<file path="src/pssc_pkg.sv">
// shared constants, types and helpers for the path sector splitter
// no dependencies

package pssc_pkg;

    localparam int MAX_WAYPOINTS = 65536;
    localparam int IDX_W         = $clog2(MAX_WAYPOINTS);
    localparam int CNT_W         = IDX_W + 1;
    localparam int POS_W         = 32;
    localparam int CURV_IN_W     = 24;
    localparam int CURV_W        = 23;
    localparam int DIST_W        = 32;
    localparam int SUM_W         = CURV_W + IDX_W;
    localparam int CSQ_W         = 2 * CURV_W;
    localparam int SQ_W          = CSQ_W + IDX_W;
    localparam int KIND_W        = 2;
    localparam int CFG_IDX_W     = 2;
    localparam int CFG_DATA_W    = 32;
    localparam int QDEPTH        = 2;
    localparam int QPTR_W        = $clog2(QDEPTH);
    localparam int QCNT_W        = $clog2(QDEPTH + 1);

    localparam logic [IDX_W-1:0] IDX_LAST = IDX_W'(MAX_WAYPOINTS - 1);
    localparam logic [IDX_W-1:0] IDX_ONE  = IDX_W'(1);
    localparam logic [IDX_W-1:0] IDX_TWO  = IDX_W'(2);

    localparam logic [CURV_W-1:0] CURV_MAX     = '1;
    localparam logic [CURV_W-1:0] STRAIGHT_LIM = CURV_W'(3277);
    localparam logic [CURV_W-1:0] CORNER_LIM   = CURV_W'(6554);
    localparam logic [CSQ_W-1:0]  CHICANE_VAR  = CSQ_W'(42949673);
    localparam logic [CNT_W-1:0]  CHICANE_MIN_N = CNT_W'(3);

    localparam logic [CURV_W-1:0] RST_CORNER_THR = CURV_W'(6554);
    localparam logic [DIST_W-1:0] RST_MIN_LEN    = DIST_W'(5000);
    localparam logic [DIST_W-1:0] RST_MAX_LEN    = DIST_W'(50000);

    localparam logic [CFG_IDX_W-1:0] CFG_CORNER_THR = 2'd0;
    localparam logic [CFG_IDX_W-1:0] CFG_MIN_LEN    = 2'd1;
    localparam logic [CFG_IDX_W-1:0] CFG_MAX_LEN    = 2'd2;

    localparam logic [KIND_W-1:0] KIND_STRAIGHT = 2'd0;
    localparam logic [KIND_W-1:0] KIND_CORNER   = 2'd1;
    localparam logic [KIND_W-1:0] KIND_CHICANE  = 2'd2;
    localparam logic [KIND_W-1:0] KIND_UNKNOWN  = 2'd3;

    // classified waypoint, front to back
    typedef struct packed {
        logic signed [POS_W-1:0] x;
        logic signed [POS_W-1:0] y;
        logic [CURV_W-1:0]       abs_curv;
        logic                    corner_flag;
        logic [IDX_W-1:0]        idx;
        logic                    path_end;
    } wp_item_t;

    // everything needed to build one sector record
    typedef struct packed {
        logic [IDX_W-1:0]  first;
        logic [IDX_W-1:0]  last_idx;
        logic [DIST_W-1:0] start_dist;
        logic [DIST_W-1:0] end_dist;
        logic              last;
        logic [CNT_W-1:0]  n;
        logic [SUM_W-1:0]  sum;
        logic [SQ_W-1:0]   sumsq;
        logic [CURV_W-1:0] cmax;
        logic [CURV_W-1:0] cmin;
    } rec_job_t;

    typedef struct packed {
        logic     start;
        rec_job_t job;
    } rec_req_t;

    typedef struct packed {
        logic ready;
    } rec_stat_t;

    // |c| with the most negative code saturated
    function automatic logic [CURV_W-1:0] abs_curv(input logic signed [CURV_IN_W-1:0] c);
        logic [CURV_IN_W-1:0] mag;
        begin
            mag = c[CURV_IN_W-1] ? CURV_IN_W'(-c) : CURV_IN_W'(c);
            abs_curv = mag[CURV_IN_W-1] ? CURV_MAX : mag[CURV_W-1:0];
        end
    endfunction

endpackage

</file>
<file path="src/pssc_queue.sv">
// short queue of classified waypoints between front and back
// depends on pssc_pkg

module pssc_queue (
    input  logic                          clk,
    input  logic                          rst_n,
    input  logic                          push,
    input  pssc_pkg::wp_item_t            push_item,
    input  logic                          pop,
    output pssc_pkg::wp_item_t            pop_item,
    output logic [pssc_pkg::QCNT_W-1:0]   count
);

    pssc_pkg::wp_item_t              mem_reg [pssc_pkg::QDEPTH];
    logic [pssc_pkg::QPTR_W-1:0]     wr_ptr_reg;
    logic [pssc_pkg::QPTR_W-1:0]     rd_ptr_reg;
    logic [pssc_pkg::QCNT_W-1:0]     count_reg;

    function automatic logic [pssc_pkg::QPTR_W-1:0] ptr_inc(
        input logic [pssc_pkg::QPTR_W-1:0] p);
        begin
            ptr_inc = (p == pssc_pkg::QPTR_W'(pssc_pkg::QDEPTH - 1)) ? '0 : p + 1'b1;
        end
    endfunction

    assign pop_item = mem_reg[rd_ptr_reg];
    assign count    = count_reg;

    always_ff @(posedge clk)
    begin
        if (push)
        begin
            mem_reg[wr_ptr_reg] <= push_item;
        end
    end

    always_ff @(posedge clk or negedge rst_n)
    begin
        if (!rst_n)
        begin
            wr_ptr_reg <= '0;
            rd_ptr_reg <= '0;
            count_reg  <= '0;
        end
        else
        begin
            if (push)
            begin
                wr_ptr_reg <= ptr_inc(wr_ptr_reg);
            end
            if (pop)
            begin
                rd_ptr_reg <= ptr_inc(rd_ptr_reg);
            end
            if (push && !pop)
            begin
                count_reg <= count_reg + 1'b1;
            end
            else if (pop && !push)
            begin
                count_reg <= count_reg - 1'b1;
            end
        end
    end

endmodule

</file>
<file path="config.mk">
export PLATFORM = sky130hd
export DESIGN_NAME = pssc_queue
export DESIGN_NICKNAME = d
export VERILOG_FILES = /design/src/pssc_pkg.sv /design/src/pssc_queue.sv
export SDC_FILE = /design/constraint.sdc
export NUM_CORES = 1
export LEC_CHECK = 0
export ABC_AREA = 1
export BUFFER_PORTS_ARGS = -buffer_cell sky130_fd_sc_hd__buf_2
export CELL_PAD_IN_SITES_DETAIL_PLACEMENT = 1
export CELL_PAD_IN_SITES_GLOBAL_PLACEMENT = 1
export CORE_MARGIN = 2
export CORE_UTILIZATION = 47
export DETAILED_ROUTE_END_ITERATION = 8
export PLACE_DENSITY = 0.92
export RECOVER_POWER = 50
export SLEW_MARGIN = 40
export SYNTH_ARGS = -nofsm -noshare
export SYNTH_HDL_FRONTEND = slang
export SYNTH_SLANG_ARGS = --single-unit
</file>
<file path="constraint.sdc">
create_clock -name clk -period 15.1 [get_ports clk]
set_input_delay 2.265 -clock clk [delete_from_list [all_inputs] [get_ports clk]]
set_output_delay 2.265 -clock clk [all_outputs]
set_load 0.02 [all_outputs]
</file>
==> impl_metrics.csv <==
group,metric,value,unit
setup_path,reg2reg_slack,11.42,ns
synthesis,synth-simple-area-share,0.004257,
synthesis,yosys.cell_types.count,14,
synthesis,synth_xor_area_frac,0.003311,
setup_path,startpoint,"push",
grt,grt.overflow.total,0,
cts,clock_sinks,214,
setup_path,worstRegToRegCells,3,
cts,cts_resized,0,
cts,cts_tree,"yes",
status,violations,"max-capacitance violations, max-slew violations",
die,rows,47,
detailed_routing,dr.pass1.iters,4,
cells_and_area,diodes,0,
grt,antenna_found_initial,1,
cells_and_area,areaGrowthSynthToFinish,24.66,%
cts,cts-htree-levels,1,
placement,gp_congestion,0.7115,
detailed_routing,wire_per_inst,21.20,µm
sta,rsz0062_at_grt,"false",
synthesis,synth.net_count,460,
grt,grt_usage,0.1910,
synthesis,ys_warn_count,0,
hold_path,min_path_type,"reg2reg",
setup_path,crit_path_max_fanout,55,
sta,tns,0,ns
die,dieArea,17940,µm²
placement,io_buffers,215,
sta,worst_pin_slew,2.305,ns
synthesis,synth_enable_flop_cells,210,
setup_path,crit_required,15.25,ns
synthesis,yosys-top-cells-count,"edfxtp_1, mux2_2, mux2_4",
synthesis,synth_top_area_share,0.7947,
sta,fmaxAchievable,0.1925,GHz
cells_and_area,nNetsFinal,693,
sta,slew_viol_final,52,
detailed_routing,vias,4084,
sta,slew_headroom,-0.5448,
cells_and_area,drive_above_1_share,0.4765,
placement,hpwlAfterDp,11.94,mm
cts,clock_path_buffers,3,
die,fp.coreArea,16520,µm²
setup_path,end_kind,"flip-flop",
cts,holdBufCountCts,0,
cells_and_area,instances_no_fill,816,
synthesis,syn-instance-count,350,
status,outcome,"finished with violations",
synthesis,async_reset_ff_frac,0.01869,
synthesis,synth-seq-cells,214,
grt,grt_pass1_wl,26.05,mm
synthesis,ys_seq_area_frac,0.8073,
grt,grt_max_degree,62,
sta,setup_violations,0,
flow_run,cap_violations,1,
setup_path,crit_end,"mem_reg[1][104]$_DFFE_PP_",
power,pwr_density_cell,203.6,nW/µm²
detailed_routing,drt_wl_total,17.30,mm
cts,clkLatencyLatePin,0.50,ns
synthesis,synth_compound_area_frac,0,
setup_path,critPathKind,"in2reg",
sta,period_minus_slack,5.194,ns
die,io_pins,216,
setup_path,worstPathArrival,5.34,ns
cts,clk_pin_slew,0.06,ns
synthesis,synthAdderAreaFrac,0.001577,
detailed_routing,drc,0,
power,p_leak,3.696,nW
synthesis,synth_area_leaders,"edfxtp_1, mux2_2, mux2_4",
synthesis,synth_ff_type,"edfxtp_1",
die,dieHeight,133.9,µm
setup_path,rr_endpoint,"mem_reg[1][104]$_DFFE_PP_",
cells_and_area,largest_reg_flops,210,
synthesis,yosys-mux-area-fraction,0.1679,
die,initial_core_util,0.4802,
sta,skew,0.008256,ns
detailed_routing,viasPerCell,5.005,
cells_and_area,fill_cells,1499,
placement,dp_cells,777,
setup_path,rr_startpoint,"wr_ptr_reg$_DFFE_PN0P_",
synthesis,yosysMostFrequentCell,"edfxtp_1",
sta,min_period_over_period,0.3440,
sta,hold_viol,0,
grt,grt_pass1_vias,4593,
cts,root_buffer,"clkbuf_16",
synthesis,syn_area,7935,µm²
cts,numCtsBuffers,23,
synthesis,synth_area_leader_cell,"edfxtp_1",
power,peakVddDrop,0.1262,mV
synthesis,synth.avg_cell_area,22.67,µm²
cts,post_cts.repair.setup_buffers,0,
synthesis,synth_top_family_by_area,"multiplexers",
detailed_routing,postRouteAntennaNets,0,
setup_path,cp-start-kind,"input pin",
detailed_routing,drt_iter0_drc,165,
die,die_x,133.9,µm
==> through the flow <==
stage	utilization	power [mW]	cell area [µm²]	hold slack (ns)	setup WS, ns
final	0.5986	2.014	9892	0.5440	9.906
after global placement	0.5587	1.446	9233	0.4736	10.54
after detailed placement	0.5587	1.484	9233	0.5297	10.44
after floorplan	-	1.301	7935	0.4610	7.828
after global routing	0.5986	2.096	9892	0.5557	9.511
after CTS	0.6029	2.033	9963	0.5441	9.886
==> critical path, cell delays in order <==
cell and delay, ns:
clkbuf_1 0.15, nand2_1 0.11, clkinvlp_2 1.74, buf_4 1.02
==> area by class of cell <==
class	instances	area, µm²	area share
sequential	214	6410	0.6480
multi-input combinational	117	1413	0.1428
timing repair buffer	220	1036	0.1047
clock buffer	31	645.6	0.06527
tap	220	275.3	0.02783
clock inverter	7	85.08	0.008601
inverter	7	27.53	0.002783
==> metal layers <==
metal,vias up,share of wire,track usage
met3,40,0.067,0.04800
met4,2,0.030,0.06560
li1,1842,-,-
met5,-,0.00058,0
met2,158,0.54,0.3496
met1,2042,0.36,0.2179
==> kinds of logic (layout without fill, tap and decap cells) <==
logic type	Yosys count	after routing
xor gates and xnor gates	3	3
adders and majority gates	1	1
buffers and inverters	19	265
DFF	214	214
muxes	105	105
and+or+nand+nor	8	8
==> how the worst min path moves through the flow <==
stage | start | endpoint | slack (ns) | cells past startpoint
after floorplan | wr_ptr_reg$_DFFE_PN0P_ | wr_ptr_reg$_DFFE_PN0P_ | 0.46 | 1
after global placement | count[1]$_DFFE_PN0P_ | count[1]$_DFFE_PN0P_ | 0.47 | 2
after detailed placement | count[1]$_DFFE_PN0P_ | count[1]$_DFFE_PN0P_ | 0.53 | 2
after CTS | count[1]$_DFFE_PN0P_ | count[1]$_DFFE_PN0P_ | 0.54 | 2
after global routing | count[1]$_DFFE_PN0P_ | count[1]$_DFFE_PN0P_ | 0.56 | 2
final | count[1]$_DFFE_PN0P_ | count[1]$_DFFE_PN0P_ | 0.54 | 2
==> power breakdown <==
part | switching [mW] | internal (mW) | leakage (nW)
Combinational | 0.372 | 0.257 | 1.32
Sequential | 0.0480 | 0.793 | 2.02
Clock | 0.213 | 0.331 | 0.358
==> cell usage in the layout, fill, tap and decap left out, drive strengths merged, types with 2 or more instances in the layout <==
cell type / synthesis / routed
edfxtp: 210 / 210
buf: 12 / 145
clkbuf: 0 / 106
mux2: 105 / 105
inv: 7 / 7
nand2: 5 / 5
clkinv: 0 / 4
dfrtp: 4 / 4
xor2: 2 / 2
bufinv: 0 / 2
(Power assumes the default switching activity.)
