<file path="src/pssc_pkg.sv">
// shared constants, types and helpers for the path sector splitter
// no dependencies

package pssc_pkg;

    localparam int MAX_WAYPOINTS = 65536;
    localparam int IDX_W         = $clog2(MAX_WAYPOINTS);
    localparam int CNT_W         = IDX_W + 1;
    localparam int POS_W         = 32;
    localparam int CURV_IN_W     = 24;
    localparam int CURV_W        = 23;
    localparam int DIST_W        = 32;
    localparam int SUM_W         = CURV_W + IDX_W;
    localparam int CSQ_W         = 2 * CURV_W;
    localparam int SQ_W          = CSQ_W + IDX_W;
    localparam int KIND_W        = 2;
    localparam int CFG_IDX_W     = 2;
    localparam int CFG_DATA_W    = 32;
    localparam int QDEPTH        = 2;
    localparam int QPTR_W        = $clog2(QDEPTH);
    localparam int QCNT_W        = $clog2(QDEPTH + 1);

    localparam logic [IDX_W-1:0] IDX_LAST = IDX_W'(MAX_WAYPOINTS - 1);
    localparam logic [IDX_W-1:0] IDX_ONE  = IDX_W'(1);
    localparam logic [IDX_W-1:0] IDX_TWO  = IDX_W'(2);

    localparam logic [CURV_W-1:0] CURV_MAX     = '1;
    localparam logic [CURV_W-1:0] STRAIGHT_LIM = CURV_W'(3277);
    localparam logic [CURV_W-1:0] CORNER_LIM   = CURV_W'(6554);
    localparam logic [CSQ_W-1:0]  CHICANE_VAR  = CSQ_W'(42949673);
    localparam logic [CNT_W-1:0]  CHICANE_MIN_N = CNT_W'(3);

    localparam logic [CURV_W-1:0] RST_CORNER_THR = CURV_W'(6554);
    localparam logic [DIST_W-1:0] RST_MIN_LEN    = DIST_W'(5000);
    localparam logic [DIST_W-1:0] RST_MAX_LEN    = DIST_W'(50000);

    localparam logic [CFG_IDX_W-1:0] CFG_CORNER_THR = 2'd0;
    localparam logic [CFG_IDX_W-1:0] CFG_MIN_LEN    = 2'd1;
    localparam logic [CFG_IDX_W-1:0] CFG_MAX_LEN    = 2'd2;

    localparam logic [KIND_W-1:0] KIND_STRAIGHT = 2'd0;
    localparam logic [KIND_W-1:0] KIND_CORNER   = 2'd1;
    localparam logic [KIND_W-1:0] KIND_CHICANE  = 2'd2;
    localparam logic [KIND_W-1:0] KIND_UNKNOWN  = 2'd3;

    // classified waypoint, front to back
    typedef struct packed {
        logic signed [POS_W-1:0] x;
        logic signed [POS_W-1:0] y;
        logic [CURV_W-1:0]       abs_curv;
        logic                    corner_flag;
        logic [IDX_W-1:0]        idx;
        logic                    path_end;
    } wp_item_t;

    // everything needed to build one sector record
    typedef struct packed {
        logic [IDX_W-1:0]  first;
        logic [IDX_W-1:0]  last_idx;
        logic [DIST_W-1:0] start_dist;
        logic [DIST_W-1:0] end_dist;
        logic              last;
        logic [CNT_W-1:0]  n;
        logic [SUM_W-1:0]  sum;
        logic [SQ_W-1:0]   sumsq;
        logic [CURV_W-1:0] cmax;
        logic [CURV_W-1:0] cmin;
    } rec_job_t;

    typedef struct packed {
        logic     start;
        rec_job_t job;
    } rec_req_t;

    typedef struct packed {
        logic ready;
    } rec_stat_t;

    // |c| with the most negative code saturated
    function automatic logic [CURV_W-1:0] abs_curv(input logic signed [CURV_IN_W-1:0] c);
        logic [CURV_IN_W-1:0] mag;
        begin
            mag = c[CURV_IN_W-1] ? CURV_IN_W'(-c) : CURV_IN_W'(c);
            abs_curv = mag[CURV_IN_W-1] ? CURV_MAX : mag[CURV_W-1:0];
        end
    endfunction

endpackage

</file>
<file path="src/pssc_wp_if.sv">
// waypoint channel: valid, ready and one waypoint
// depends on pssc_pkg

interface pssc_wp_if;
    logic                                      valid;
    logic                                      ready;
    logic signed [pssc_pkg::POS_W-1:0]         x_position;
    logic signed [pssc_pkg::POS_W-1:0]         y_position;
    logic signed [pssc_pkg::CURV_IN_W-1:0]     curvature_in;
    logic                                      path_end;

    modport source (output valid, x_position, y_position, curvature_in, path_end,
                    input ready);
    modport sink   (input valid, x_position, y_position, curvature_in, path_end,
                    output ready);
endinterface

</file>
<file path="src/pssc_front.sv">
// front end: takes waypoint requests, numbers and classifies them
// depends on pssc_pkg and pssc_wp_if

module pssc_front (
    input  logic                          clk,
    input  logic                          rst_n,
    pssc_wp_if.sink                       wp,
    input  logic [pssc_pkg::CURV_W-1:0]   corner_threshold,
    input  logic                          full,
    output logic                          push,
    output pssc_pkg::wp_item_t            push_item
);

    logic [pssc_pkg::IDX_W-1:0] idx_reg;
    logic [pssc_pkg::IDX_W-1:0] idx_next;
    logic [pssc_pkg::CURV_W-1:0] ac;
    logic                        is_end;

    assign wp.ready = !full;
    assign push     = wp.valid && !full;

    assign ac     = pssc_pkg::abs_curv(wp.curvature_in);
    // overlong path closes on its last possible index
    assign is_end = wp.path_end || (idx_reg == pssc_pkg::IDX_LAST);

    always_comb
    begin
        push_item.x           = wp.x_position;
        push_item.y           = wp.y_position;
        push_item.abs_curv    = ac;
        push_item.corner_flag = ac > corner_threshold;
        push_item.idx         = idx_reg;
        push_item.path_end    = is_end;
        idx_next = idx_reg;
        if (push)
        begin
            idx_next = is_end ? '0 : idx_reg + pssc_pkg::IDX_ONE;
        end
    end

    always_ff @(posedge clk or negedge rst_n)
    begin
        if (!rst_n)
        begin
            idx_reg <= '0;
        end
        else
        begin
            idx_reg <= idx_next;
        end
    end

endmodule

</file>
<file path="src/flat_wrapper.sv">
// flat-port wrapper written by rule: the top's interface ports become plain ports
module pssc_front_flat 
  (clk, rst_n, corner_threshold, full, push, push_item, wp_valid, wp_x_position, wp_y_position, wp_curvature_in, wp_path_end, wp_ready);
  pssc_wp_if wp_i ();
  input  logic clk;
  input  logic rst_n;
  input  logic [pssc_pkg::CURV_W-1:0] corner_threshold;
  input  logic full;
  output logic push;
  output pssc_pkg::wp_item_t push_item;
  input wire logic [$bits(wp_i.valid)-1:0] wp_valid;
  input wire logic [$bits(wp_i.x_position)-1:0] wp_x_position;
  input wire logic [$bits(wp_i.y_position)-1:0] wp_y_position;
  input wire logic [$bits(wp_i.curvature_in)-1:0] wp_curvature_in;
  input wire logic [$bits(wp_i.path_end)-1:0] wp_path_end;
  output wire logic [$bits(wp_i.ready)-1:0] wp_ready;
  assign wp_i.valid = wp_valid;
  assign wp_i.x_position = wp_x_position;
  assign wp_i.y_position = wp_y_position;
  assign wp_i.curvature_in = wp_curvature_in;
  assign wp_i.path_end = wp_path_end;
  assign wp_ready = wp_i.ready;
  pssc_front u_core (.clk(clk), .rst_n(rst_n), .wp(wp_i), .corner_threshold(corner_threshold), .full(full), .push(push), .push_item(push_item));
endmodule
</file>
<file path="config.mk">
export PLATFORM = sky130hd
export DESIGN_NAME = pssc_front_flat
export DESIGN_NICKNAME = d
export VERILOG_FILES = /design/src/pssc_pkg.sv /design/src/pssc_wp_if.sv /design/src/pssc_front.sv /design/src/flat_wrapper.sv
export SDC_FILE = /design/constraint.sdc
export NUM_CORES = 1
export LEC_CHECK = 0
export ABC_AREA = 1
export BUFFER_PORTS_ARGS = -buffer_cell sky130_fd_sc_hd__buf_2
export CORE_UTILIZATION = 30
export CTS_BUF_LIST = sky130_fd_sc_hd__clkbuf_8
export DETAILED_ROUTE_END_ITERATION = 12
export PLACE_DENSITY_LB_ADDON = 0.3
export SLEW_MARGIN = 15
export SYNTH_ARGS = -nofsm -noshare
export SYNTH_HDL_FRONTEND = slang
export SYNTH_SLANG_ARGS = --single-unit
</file>
<file path="constraint.sdc">
create_clock -name clk -period 2.95 [get_ports clk]
set_input_delay 0.295 -clock clk [delete_from_list [all_inputs] [get_ports clk]]
set_output_delay 0.295 -clock clk [all_outputs]
set_load 0.005 [all_outputs]
</file>
==> summary.txt <==
Global route
  – Vias in the first global route: approximately 2,600
  – Largest net degree at the start of global routing: 19
  – Global-route wire length before repair: about 12,000 um
  – Gr usage total: 0.145
  – Met2 GRT Util: 0.251
  – Busiest layer in global routing: met2
  – GR Util met1: 0.184
  – Grt total ovfl: 0
  – Initial antenna violation count: 1
  – Met3 Use GR: 0.0216

Worst setup path
  – Crit. End Element: output port
  – Crit-path cells: buf_2 -> inv_1 -> ha_2 -> nand2_2 -> nor2_4 -> nand3_2 -> nand2_4 -> nand2_1 -> nand2_1 -> nand3_2 -> ha_1 -> nand2_1 -> nor2_2 -> nand2_2 -> nor2_1 -> nand2_1 -> nand2_1 -> nor2_1 -> nor2_1 -> buf_2
  – WP data required: 2.65 ns
  – Largest delay share family, worst path: simple AND/OR/NAND/NOR gates
  – Worst path bufs/invs: 3
  – CP arrival: 2.39 ns
  – Slowest CP cell: ha_1
  – Max Fanout on Critical Path: 5
  – Largest stage delay, worst path: ~0.30 ns
  – Crit path launch type: input pin
  – CP most frequent cell: nand2_1
  – Crit Path Category: input pin to output port

Final layout
  – Post-route cell area: ~0.0032 mm^2
  – Share of layout cells above drive strength 1: 0.285
  – Fin util: 0.341
  – Area grow syn2layout: 9.63%
  – ANT cells: 0
  – Final nets: roughly 640
  – Post-route non-filler standard cell count: between 600 and 700
  – Max reg flops: 16
  – Fillers: slightly above 1,000
  – Commonest non-fill, non-tap cell in the layout: nand2_1
  – Most frequent cells in the layout: nand2_1 (128), buf_2 (94), inv_1 (70), nor2_1 (47), nand3_1 (24)

Placed design
  – Detailed placer's ending HPWL: slightly above 6000 um
  – DP Area: around 0.003 mm^2
  – Port Buf Inserts: 94
  – GPL Wtd Cong: between 0.8 and 0.9
  – Cells after DPL: between 600 and 700

Floorplanning
  – Die Width: 100 um
  – Die Y: between 100 and 150 um
  – Core area: around 0.0093 mm^2
  – Die Area: 0.0100 mm^2
  – Initial core utilization: 0.311
  – Core Rows: 35
  – I/O pins: about 220

Clock network
  – H-tree depth: 1
  – Clock latency on the worst-skew pair: ~0.25 ns
  – CTS tree: done
  – Worst-case clock buffer depth: 2
  – Cts bufs inserted: 3
  – Worst-path clk slew: around 0.060 ns
  – Root Buffer Master: clkbuf_8
  – CTS Sinks: 16

STA
  – Max-slew violation count: 0
  – Slew @ Worst Pin: between 0.4 and 0.5 ns
  – Worst Skew: ~0.0033 ns
  – Final Hold Viols: 0
  – Final setup violation count: 0
  – Fin crit share: 0.910
  – Fmax: ~370 MHz
  – Slew Limit Headroom: 0.714
  – Tmin final: ~2.7 ns

Synthesis
  – Synth warnings: 0
  – Number of synthesized register bits: 16
  – Area leader, netlist: nand2_1
  – Mapped Area: slightly below 0.003 mm^2
  – Share of the synthesized area in the top cell type: 0.174
  – Mapped Nets: slightly above 600
  – Synthesized area per cell: 6.16 um^2
  – Synth cell types: 32
  – Register area share after synthesis: 0.139
  – Ranking of synthesized cells by area: nand2_1 (17%), buf_4 (17%), dfrtp_1 (14%)
  – Synthesized instance count: between 400 and 500

Power
  – Combinational power share: 0.430
  – Net Sw Frac: 0.366
  – Reg power frac: 0.309
  – Peak supply drop: 147 uV
  – P_sw: 0.000281 W
  – Total Power: 0.000766 W
  – Pleak: around 1.8 nW
  – P_int: 0.000486 W
  – Pwr dens: 242 mW/mm^2
  – Clock share of power: 0.261

Detailed routing
  – First-iteration detailed-routing DRC count: 42
  – Final WL: about 7200 um
  – DRC: 0
  – Vias post-DR: roughly 2,800
  – Vias/cell: between 4 and 5
  – Pre-Repair DR Iteration Count: 4
  – Average wire per standard cell: 11.4 um
  – Final ANT Viol Nets: 0

Outcome
  – Outcome: finished clean

Min path
  – Hold Crit Class: input pin to register

Job
  – MaxCap Viol Count: 0
==> Yosys cell counts, drive strengths merged <==
library cell	number
nor2	57
nand4	7
dfrtp	16
buf	69
xor2	12
a21oi	12
clkinv	1
nand3b	2
o21ai	12
nand3	34
o31ai	1
ha	25
nand2	136
nor3	4
inv	71
o21bai	2
o211ai	1
clkbuf	2
or2	1
xnor2	3
==> power by group through the flow <==
| stage | combinational, W | sequential (W) | clock (W) |
|---|---|---|---|
| global route | 0.000381 | 0.000238 | 0.000213 |
| floorplan | 0.000262 | 0.000240 | 0 |
| global placement | 0.000314 | 0.000241 | 0 |
| CTS | 0.000321 | 0.000237 | 0.000202 |
| detailed placement | 0.000318 | 0.000241 | 0 |
| finish | 0.000330 | 0.000237 | 0.000200 |
==> routing by layer <==
metal	routed length (um)	vias up
met4	139	2
met1	3260	1188
met2	3370	116
met3	445	22
li1	-	1442
met5	12	-
==> worst register-to-register path, delay by kind of cell, from the launching register on <==
kind / cells / cell delay [ns]
DFF: 1 / 0.43
buffers and inverters: 2 / 0.18
adders and majority gates: 1 / 0.26
and+or+nand+nor: 4 / 0.40
AOI/OAI and AO/OA: 1 / 0.22
==> cells by family after synthesis <==
logic type	synth area share
and+or+nand+nor	0.368
buffers and inverters	0.282
AOI/OAI and AO/OA	0.0573
adders and majority gates	0.108
DFF	0.139
xor gates and xnor gates	0.0456
==> area by class of cell <==
class	instances	area, um^2	share of cell area
clock buffers	4	55.1	0.0174
inverters	72	275	0.0871
multi-input cells	309	1740	0.552
flip-flops and latches	16	400	0.127
well taps	129	161	0.0510
repair buffers	101	526	0.166
==> per-stage QoR <==
stage	setup TNS [ns]	hold WS (ns)	setup slack (ns)
floorplan	0	-0.000591	0.570
global placement	0	0.233	0.142
detailed placement	0	0.237	0.0636
CTS	0	0.388	0.0675
global route	-0.0252	0.404	-0.0252
finish	0	0.378	0.266
==> what timing repair did <==
item	CTS	global route
gates resized for setup	0	21
hold endpoints to repair	16	0
hold buffers	1	0
setup buffers	0	3
endpoints found under the setup margin	0	1
==> final timing paths <==
path                                    start            endpoint  slack, ns  depth (start not counted)
max                        wp_curvature_in[1]       push_item[17]       0.27                         20
min                               wp_path_end   u_core.idx_reg[1]       0.38                          3
max reg2reg                 u_core.idx_reg[0]  u_core.idx_reg[14]       1.34                          8
min reg2reg                 u_core.idx_reg[1]   u_core.idx_reg[1]       0.58                          2
max in group asynchronous               rst_n   u_core.idx_reg[5]       2.18                          2
min in group asynchronous               rst_n   u_core.idx_reg[8]       0.50                          2
(Power assumes the default switching activity.)
