==> config.mk <==
export PLATFORM = sky130hd
export DESIGN_NAME = pssc_rec_flat
export DESIGN_NICKNAME = d
export VERILOG_FILES = /design/src/pssc_pkg.sv /design/src/pssc_sec_if.sv /design/src/pssc_rec.sv /design/src/flat_wrapper.sv
export SDC_FILE = /design/constraint.sdc
export NUM_CORES = 2
export LEC_CHECK = 0
export ABC_AREA = 1
export BUFFER_PORTS_ARGS = -buffer_cell sky130_fd_sc_hd__clkbuf_2
export CORE_MARGIN = 2
export CORE_UTILIZATION = 55
export CTS_CLUSTER_DIAMETER = 30
export DETAILED_ROUTE_END_ITERATION = 7
export PLACE_DENSITY_LB_ADDON = 0.08
export SYNTH_ARGS = -nofsm -noshare
export SYNTH_HDL_FRONTEND = slang
export SYNTH_SLANG_ARGS = --single-unit
==> constraint.sdc <==
create_clock -name clk -period 21.5 [get_ports clk]
set_input_delay 2.15 -clock clk [delete_from_list [all_inputs] [get_ports clk]]
set_output_delay 2.15 -clock clk [all_outputs]
set_load 0.005 [all_outputs]
==> src/pssc_pkg.sv <==
// shared constants, types and helpers for the path sector splitter
// no dependencies

package pssc_pkg;

    localparam int MAX_WAYPOINTS = 65536;
    localparam int IDX_W         = $clog2(MAX_WAYPOINTS);
    localparam int CNT_W         = IDX_W + 1;
    localparam int POS_W         = 32;
    localparam int CURV_IN_W     = 24;
    localparam int CURV_W        = 23;
    localparam int DIST_W        = 32;
    localparam int SUM_W         = CURV_W + IDX_W;
    localparam int CSQ_W         = 2 * CURV_W;
    localparam int SQ_W          = CSQ_W + IDX_W;
    localparam int KIND_W        = 2;
    localparam int CFG_IDX_W     = 2;
    localparam int CFG_DATA_W    = 32;
    localparam int QDEPTH        = 2;
    localparam int QPTR_W        = $clog2(QDEPTH);
    localparam int QCNT_W        = $clog2(QDEPTH + 1);

    localparam logic [IDX_W-1:0] IDX_LAST = IDX_W'(MAX_WAYPOINTS - 1);
    localparam logic [IDX_W-1:0] IDX_ONE  = IDX_W'(1);
    localparam logic [IDX_W-1:0] IDX_TWO  = IDX_W'(2);

    localparam logic [CURV_W-1:0] CURV_MAX     = '1;
    localparam logic [CURV_W-1:0] STRAIGHT_LIM = CURV_W'(3277);
    localparam logic [CURV_W-1:0] CORNER_LIM   = CURV_W'(6554);
    localparam logic [CSQ_W-1:0]  CHICANE_VAR  = CSQ_W'(42949673);
    localparam logic [CNT_W-1:0]  CHICANE_MIN_N = CNT_W'(3);

    localparam logic [CURV_W-1:0] RST_CORNER_THR = CURV_W'(6554);
    localparam logic [DIST_W-1:0] RST_MIN_LEN    = DIST_W'(5000);
    localparam logic [DIST_W-1:0] RST_MAX_LEN    = DIST_W'(50000);

    localparam logic [CFG_IDX_W-1:0] CFG_CORNER_THR = 2'd0;
    localparam logic [CFG_IDX_W-1:0] CFG_MIN_LEN    = 2'd1;
    localparam logic [CFG_IDX_W-1:0] CFG_MAX_LEN    = 2'd2;

    localparam logic [KIND_W-1:0] KIND_STRAIGHT = 2'd0;
    localparam logic [KIND_W-1:0] KIND_CORNER   = 2'd1;
    localparam logic [KIND_W-1:0] KIND_CHICANE  = 2'd2;
    localparam logic [KIND_W-1:0] KIND_UNKNOWN  = 2'd3;

    // classified waypoint, front to back
    typedef struct packed {
        logic signed [POS_W-1:0] x;
        logic signed [POS_W-1:0] y;
        logic [CURV_W-1:0]       abs_curv;
        logic                    corner_flag;
        logic [IDX_W-1:0]        idx;
        logic                    path_end;
    } wp_item_t;

    // everything needed to build one sector record
    typedef struct packed {
        logic [IDX_W-1:0]  first;
        logic [IDX_W-1:0]  last_idx;
        logic [DIST_W-1:0] start_dist;
        logic [DIST_W-1:0] end_dist;
        logic              last;
        logic [CNT_W-1:0]  n;
        logic [SUM_W-1:0]  sum;
        logic [SQ_W-1:0]   sumsq;
        logic [CURV_W-1:0] cmax;
        logic [CURV_W-1:0] cmin;
    } rec_job_t;

    typedef struct packed {
        logic     start;
        rec_job_t job;
    } rec_req_t;

    typedef struct packed {
        logic ready;
    } rec_stat_t;

    // |c| with the most negative code saturated
    function automatic logic [CURV_W-1:0] abs_curv(input logic signed [CURV_IN_W-1:0] c);
        logic [CURV_IN_W-1:0] mag;
        begin
            mag = c[CURV_IN_W-1] ? CURV_IN_W'(-c) : CURV_IN_W'(c);
            abs_curv = mag[CURV_IN_W-1] ? CURV_MAX : mag[CURV_W-1:0];
        end
    endfunction

endpackage

==> src/pssc_sec_if.sv <==
// sector channel: valid, ready and one sector record
// depends on pssc_pkg

interface pssc_sec_if;
    logic                               valid;
    logic                               ready;
    logic [pssc_pkg::IDX_W-1:0]         first_index;
    logic [pssc_pkg::IDX_W-1:0]         final_index;
    logic [pssc_pkg::DIST_W-1:0]        start_dist_mm;
    logic [pssc_pkg::DIST_W-1:0]        end_dist_mm;
    logic [pssc_pkg::DIST_W-1:0]        span_mm;
    logic [pssc_pkg::CURV_W-1:0]        mean_abs_curv;
    logic [pssc_pkg::CURV_W-1:0]        peak_abs_curv;
    logic [pssc_pkg::CURV_W-1:0]        least_abs_curv;
    logic [pssc_pkg::KIND_W-1:0]        sector_kind;
    logic                               last_sector;

    modport source (output valid, first_index, final_index, start_dist_mm, end_dist_mm,
                    span_mm, mean_abs_curv, peak_abs_curv, least_abs_curv, sector_kind,
                    last_sector, input ready);
    modport sink   (input valid, first_index, final_index, start_dist_mm, end_dist_mm,
                    span_mm, mean_abs_curv, peak_abs_curv, least_abs_curv, sector_kind,
                    last_sector, output ready);
endinterface

==> src/pssc_rec.sv <==
// sector record builder: serial divider for mean and mean square, kind
// decision and output register; depends on pssc_pkg and pssc_sec_if

module pssc_rec (
    input  logic                 clk,
    input  logic                 rst_n,
    input  pssc_pkg::rec_req_t   rec_req,
    output pssc_pkg::rec_stat_t  rec_stat,
    pssc_sec_if.source           sec
);

    localparam logic [2:0] R_IDLE = 3'd0;
    localparam logic [2:0] R_DIV1 = 3'd1;
    localparam logic [2:0] R_DIV2 = 3'd2;
    localparam logic [2:0] R_SQ   = 3'd3;
    localparam logic [2:0] R_OUT  = 3'd4;

    localparam int DCNT_W = $clog2(pssc_pkg::SQ_W);

    logic [2:0]                       state_reg;
    pssc_pkg::rec_job_t               job_reg;
    logic [pssc_pkg::SQ_W-1:0]        dvd_reg;
    logic [pssc_pkg::CNT_W-1:0]       rem_reg;
    logic [DCNT_W-1:0]                cnt_reg;
    logic [pssc_pkg::CURV_W-1:0]      avg_reg;
    logic [pssc_pkg::CSQ_W-1:0]       avgsq_reg;
    logic                             out_valid_reg;

    logic [pssc_pkg::CNT_W:0]         rem_sh;
    logic                             ge;
    logic [pssc_pkg::CNT_W:0]         rem_diff;
    logic [pssc_pkg::CNT_W-1:0]       rem_n;
    logic [pssc_pkg::SQ_W-1:0]        dvd_n;
    logic [pssc_pkg::CSQ_W-1:0]       var_val;
    logic [pssc_pkg::KIND_W-1:0]      kind;
    logic                             out_free;

    // restoring division, one quotient bit a cycle
    assign rem_sh   = {rem_reg, dvd_reg[pssc_pkg::SQ_W-1]};
    assign ge       = rem_sh >= {1'b0, job_reg.n};
    assign rem_diff = rem_sh - {1'b0, job_reg.n};
    assign rem_n    = ge ? rem_diff[pssc_pkg::CNT_W-1:0] : rem_sh[pssc_pkg::CNT_W-1:0];
    assign dvd_n    = {dvd_reg[pssc_pkg::SQ_W-2:0], ge};

    assign var_val  = dvd_reg[pssc_pkg::CSQ_W-1:0] - avgsq_reg;
    assign out_free = !out_valid_reg || sec.ready;

    always_comb
    begin
        if (avg_reg < pssc_pkg::STRAIGHT_LIM)
        begin
            kind = pssc_pkg::KIND_STRAIGHT;
        end
        else if ((job_reg.n >= pssc_pkg::CHICANE_MIN_N) && (var_val > pssc_pkg::CHICANE_VAR))
        begin
            kind = pssc_pkg::KIND_CHICANE;
        end
        else if (avg_reg > pssc_pkg::CORNER_LIM)
        begin
            kind = pssc_pkg::KIND_CORNER;
        end
        else
        begin
            kind = pssc_pkg::KIND_UNKNOWN;
        end
    end

    assign rec_stat.ready = (state_reg == R_IDLE);
    assign sec.valid      = out_valid_reg;

    always_ff @(posedge clk)
    begin
        case (state_reg)
            R_IDLE:
            begin
                if (rec_req.start)
                begin
                    job_reg <= rec_req.job;
                    dvd_reg <= pssc_pkg::SQ_W'(rec_req.job.sum);
                    rem_reg <= '0;
                    cnt_reg <= DCNT_W'(pssc_pkg::SQ_W - 1);
                end
            end
            R_DIV1:
            begin
                rem_reg <= rem_n;
                dvd_reg <= dvd_n;
                cnt_reg <= cnt_reg - 1'b1;
                if (cnt_reg == '0)
                begin
                    avg_reg <= dvd_n[pssc_pkg::CURV_W-1:0];
                    dvd_reg <= job_reg.sumsq;
                    rem_reg <= '0;
                    cnt_reg <= DCNT_W'(pssc_pkg::SQ_W - 1);
                end
            end
            R_DIV2:
            begin
                rem_reg <= rem_n;
                dvd_reg <= dvd_n;
                cnt_reg <= cnt_reg - 1'b1;
            end
            R_SQ:
            begin
                avgsq_reg <= avg_reg * avg_reg;
            end
            R_OUT:
            begin
                if (out_free)
                begin
                    sec.first_index    <= job_reg.first;
                    sec.final_index    <= job_reg.last_idx;
                    sec.start_dist_mm  <= job_reg.start_dist;
                    sec.end_dist_mm    <= job_reg.end_dist;
                    sec.span_mm        <= job_reg.end_dist - job_reg.start_dist;
                    sec.mean_abs_curv  <= avg_reg;
                    sec.peak_abs_curv  <= job_reg.cmax;
                    sec.least_abs_curv <= job_reg.cmin;
                    sec.sector_kind    <= kind;
                    sec.last_sector    <= job_reg.last;
                end
            end
            default:
            begin
                avg_reg <= avg_reg;
            end
        endcase
    end

    always_ff @(posedge clk or negedge rst_n)
    begin
        if (!rst_n)
        begin
            state_reg     <= R_IDLE;
            out_valid_reg <= 1'b0;
        end
        else
        begin
            if (sec.ready)
            begin
                out_valid_reg <= 1'b0;
            end
            case (state_reg)
                R_IDLE:
                begin
                    if (rec_req.start)
                    begin
                        state_reg <= R_DIV1;
                    end
                end
                R_DIV1:
                begin
                    if (cnt_reg == '0)
                    begin
                        state_reg <= R_DIV2;
                    end
                end
                R_DIV2:
                begin
                    if (cnt_reg == '0)
                    begin
                        state_reg <= R_SQ;
                    end
                end
                R_SQ:
                begin
                    state_reg <= R_OUT;
                end
                R_OUT:
                begin
                    if (out_free)
                    begin
                        out_valid_reg <= 1'b1;
                        state_reg     <= R_IDLE;
                    end
                end
                default:
                begin
                    state_reg <= R_IDLE;
                end
            endcase
        end
    end

endmodule
==> src/flat_wrapper.sv <==
// flat-port wrapper written by rule: the top's interface ports become plain ports
module pssc_rec_flat 
  (clk, rst_n, rec_req, rec_stat, sec_valid, sec_first_index, sec_final_index, sec_start_dist_mm, sec_end_dist_mm, sec_span_mm, sec_mean_abs_curv, sec_peak_abs_curv, sec_least_abs_curv, sec_sector_kind, sec_last_sector, sec_ready);
  pssc_sec_if sec_i ();
  input  logic clk;
  input  logic rst_n;
  input  pssc_pkg::rec_req_t rec_req;
  output pssc_pkg::rec_stat_t rec_stat;
  output wire logic [$bits(sec_i.valid)-1:0] sec_valid;
  output wire logic [$bits(sec_i.first_index)-1:0] sec_first_index;
  output wire logic [$bits(sec_i.final_index)-1:0] sec_final_index;
  output wire logic [$bits(sec_i.start_dist_mm)-1:0] sec_start_dist_mm;
  output wire logic [$bits(sec_i.end_dist_mm)-1:0] sec_end_dist_mm;
  output wire logic [$bits(sec_i.span_mm)-1:0] sec_span_mm;
  output wire logic [$bits(sec_i.mean_abs_curv)-1:0] sec_mean_abs_curv;
  output wire logic [$bits(sec_i.peak_abs_curv)-1:0] sec_peak_abs_curv;
  output wire logic [$bits(sec_i.least_abs_curv)-1:0] sec_least_abs_curv;
  output wire logic [$bits(sec_i.sector_kind)-1:0] sec_sector_kind;
  output wire logic [$bits(sec_i.last_sector)-1:0] sec_last_sector;
  input wire logic [$bits(sec_i.ready)-1:0] sec_ready;
  assign sec_valid = sec_i.valid;
  assign sec_first_index = sec_i.first_index;
  assign sec_final_index = sec_i.final_index;
  assign sec_start_dist_mm = sec_i.start_dist_mm;
  assign sec_end_dist_mm = sec_i.end_dist_mm;
  assign sec_span_mm = sec_i.span_mm;
  assign sec_mean_abs_curv = sec_i.mean_abs_curv;
  assign sec_peak_abs_curv = sec_i.peak_abs_curv;
  assign sec_least_abs_curv = sec_i.least_abs_curv;
  assign sec_sector_kind = sec_i.sector_kind;
  assign sec_last_sector = sec_i.last_sector;
  assign sec_i.ready = sec_ready;
  pssc_rec u_core (.clk(clk), .rst_n(rst_n), .rec_req(rec_req), .rec_stat(rec_stat), .sec(sec_i));
endmodule
==> impl_results.md <==
* Status: finished, final reports clean
* Ratio of cells with drive above 1 in the final layout at 0.159
* Hold Crit Class: flop to flop
* Clock skew at 61.5 ps
* Pwr dens at 105 nW/µm²
* Antenna viol nets, final at 0
* Die Height at approximately 280 µm
* Max-cap violations at 0
* Vias per inst at 5.10
* Hold_buf cts at 0
* Placed wire-length estimate at roughly 80000 µm
* Filler instances at 6117
* Synth top area cells: edfxtp_1 (41%), fa_1 (19%), inv_1 (9.5%)
* HP Start: u_core.job_reg[253]
* R2R setup slack at 14340 ps
* Vias post-DR at 29632
* Residual DRC at 0
* Clock Root Buffer: clkbuf_16
* Die W at 279 µm
* Worst r2r src: u_core.avg_reg[17]
* Resize count post-CTS at 0
* 1st-pass router iterations at 5
* Avg WL per Cell at 17.8 µm
* Antenna violations before repair at 4
* Syn nets at between 5000 and 6000
* Layout Cells excl Fill at 5810
* WP data required at roughly 22000 ps
* CORE AREA at about 75000 µm²
* Port bufs at 466
* Setup crit end kind: flop
* Cell taking the most area after synthesis: edfxtp_1
* Clk sinks at 579
* Top cell type's share of synthesized area at 0.415
* Commonest non-fill, non-tap cell in the layout: inv_1
* Die area at between 70000 and 80000 µm²
* Starting DRC count in detailed routing at 1789
* Cell row count at 100
* Worst Hold Depth at 0
* Initial Util at 0.557
* #FFs+latches synth at 579
* First-pass GRT wire length at 163000 µm
* Hold Path Sink: u_core.sec.first_index[8]
* Unrepaired setup endpoints after global routing: false
* Largest net degree at the start of global routing at 142
* R2r worst-path depth at 26
* Number of buffers created by CTS at 110
* Synth unique cells at roughly 60
* Max reg flops at about 220
* Final setup fails at 0
* Max Transition Viols Final at 0
* GRT Total Usage at 0.273
* CTS tree: built
* F_max at 140 MHz
* Syn Area/Cell at about 10 µm²
* WL final at just over 100000 µm
* Most frequent cells in the layout: inv_1 (1052), nand2_1 (953), edfxtp_1 (575)
* Fin crit period at just over 7000 ps
* Final hold vios at 0
* Worst-path fanout max at 24
* Final antenna diode count at 0
* Setup TNS at 0 ps
* Top FF cell, synth: edfxtp_1
* Routability congestion estimate at 0.964
* Ys Warns at 0
* Post-synthesis sequential area ratio at 0.417
* Congestion Overflow GR at 0
* Post-layout nets at 5673
* Worst slew pin tran at approximately 1200 ps
* Max VDD drop at 0.0000893 V
* H-tree depth at 3
* Slew margin rel. at 0.226
* Post-synthesis cell count at 4210
* CTS Buffer Depth at 3
* Placed insts at 5601
* Asr flop ratio synth at 0.00691
* Clock-pin slew on the worst setup and hold paths at 60 ps
* EDFF count, synth at roughly 580
* Critical path class: flop to flop
* Final period utilization at 0.333
* Clk_lat worst skew at 710 ps
* Synth-to-layout area growth at 17.6%
* R2R Path End: u_core.avgsq_reg[44]
* Vias in the first global route at 30455
* Cell area after synthesis at 41600 µm²
* Startpoint Class: flop
* Post-CTS Setup Bufs at 0
* IO Pins at around 470
* Pleak at 24.5 nW
* Worst Path Arrival at 7560 ps
-- critical path: stages, from the launching register on --
cell	delay [ps]
edfxtp_1	330
buf_4	350
nand2_1	140
fa_1	610
inv_1	80
fa_1	530
inv_1	50
fa_1	500
inv_1	60
fa_1	550
fa_1	440
fa_1	540
inv_1	50
fa_1	520
inv_1	40
ha_1	350
a21oi_1	190
inv_1	60
a31oi_1	130
inv_1	80
a21oi_1	150
o21ai_0	100
a21oi_1	290
o21ai_1	170
a21oi_1	270
o21ai_1	120
xor2_1	150
-- cell families after synthesis --
kind of cell / Yosys count / share of synthesized area
fa+ha+maj: 664 / 0.271
flops: 579 / 0.417
simple gates: 1377 / 0.138
xor+xnor: 105 / 0.0221
buf+inv: 1141 / 0.103
compound gates: 344 / 0.0497
-- synthesized netlist by cell type (all sizes together), types with 4 or more instances --
library cell / n
o21bai: 12
fa: 394
and2: 4
a21boi: 8
nor4: 6
nand3b: 17
a21oi: 173
nor2: 192
inv: 1063
nand3: 119
a221oi: 4
nor3: 22
nand2: 973
clkbuf: 74
a22o: 23
o211ai: 5
a21o: 4
a31oi: 19
edfxtp: 575
xor2: 64
dfrtp: 4
nand4: 39
ha: 270
xnor2: 41
o21a: 8
o21ai: 70
-- cell type report --
| class | instances | area, µm² | share of cell area |
|---|---|---|---|
| clock buffers | 123 | 2810 | 0.0574 |
| clock inverters | 86 | 965 | 0.0197 |
| inverters | 1064 | 4000 | 0.0816 |
| multi-input cells | 2490 | 20000 | 0.409 |
| flip-flops and latches | 579 | 17400 | 0.355 |
| well taps | 969 | 1210 | 0.0248 |
| repair buffers | 499 | 2590 | 0.0529 |
-- worst max path at each step --
| stage | startpoint | to | cells after the start | slack (ps) |
|---|---|---|---|---|
| floorplan | rec_req[261] | u_core.cnt_reg[0] | 4 | 7700 |
| CTS | u_core.avg_reg[17] | u_core.avgsq_reg[44] | 26 | 14370 |
| detailed placement | u_core.avg_reg[10] | u_core.avgsq_reg[44] | 26 | 14400 |
| finish | u_core.avg_reg[17] | u_core.avgsq_reg[44] | 26 | 14340 |
| global placement | u_core.avg_reg[10] | u_core.avgsq_reg[44] | 28 | 14550 |
| global route | u_core.avg_reg[9] | u_core.avgsq_reg[44] | 26 | 13950 |
-- report_power, final --
group	switching [W]	total [W]	internal [W]
Clock	0.000636	0.00170	0.00106
Sequential	0.000133	0.00178	0.00164
Combinational	0.00114	0.00168	0.000535
-- metrics by stage --
stage	instance area (µm²)	hold slack (ps)	setup slack, ps	power, W	util
global placement	45200	400	14550	0.00344	0.605
detailed placement	45200	405	14400	0.00346	0.605
finish	49000	358	14340	0.00516	0.656
global route	49000	364	13950	0.00548	0.656
floorplan	41600	400	7700	0.00300	-
CTS	49000	356	14370	0.00518	0.656
-- routing by layer --
layer  vias up  GRT usage  routed length (µm)
met4         6     0.0907                3310
met1     14317      0.351               42700
met3       192     0.0570                7100
li1      14280          -                   -
met5         -          0                  34
met2       837      0.463               50400
Note: power is estimated with default switching activity, not from simulation.
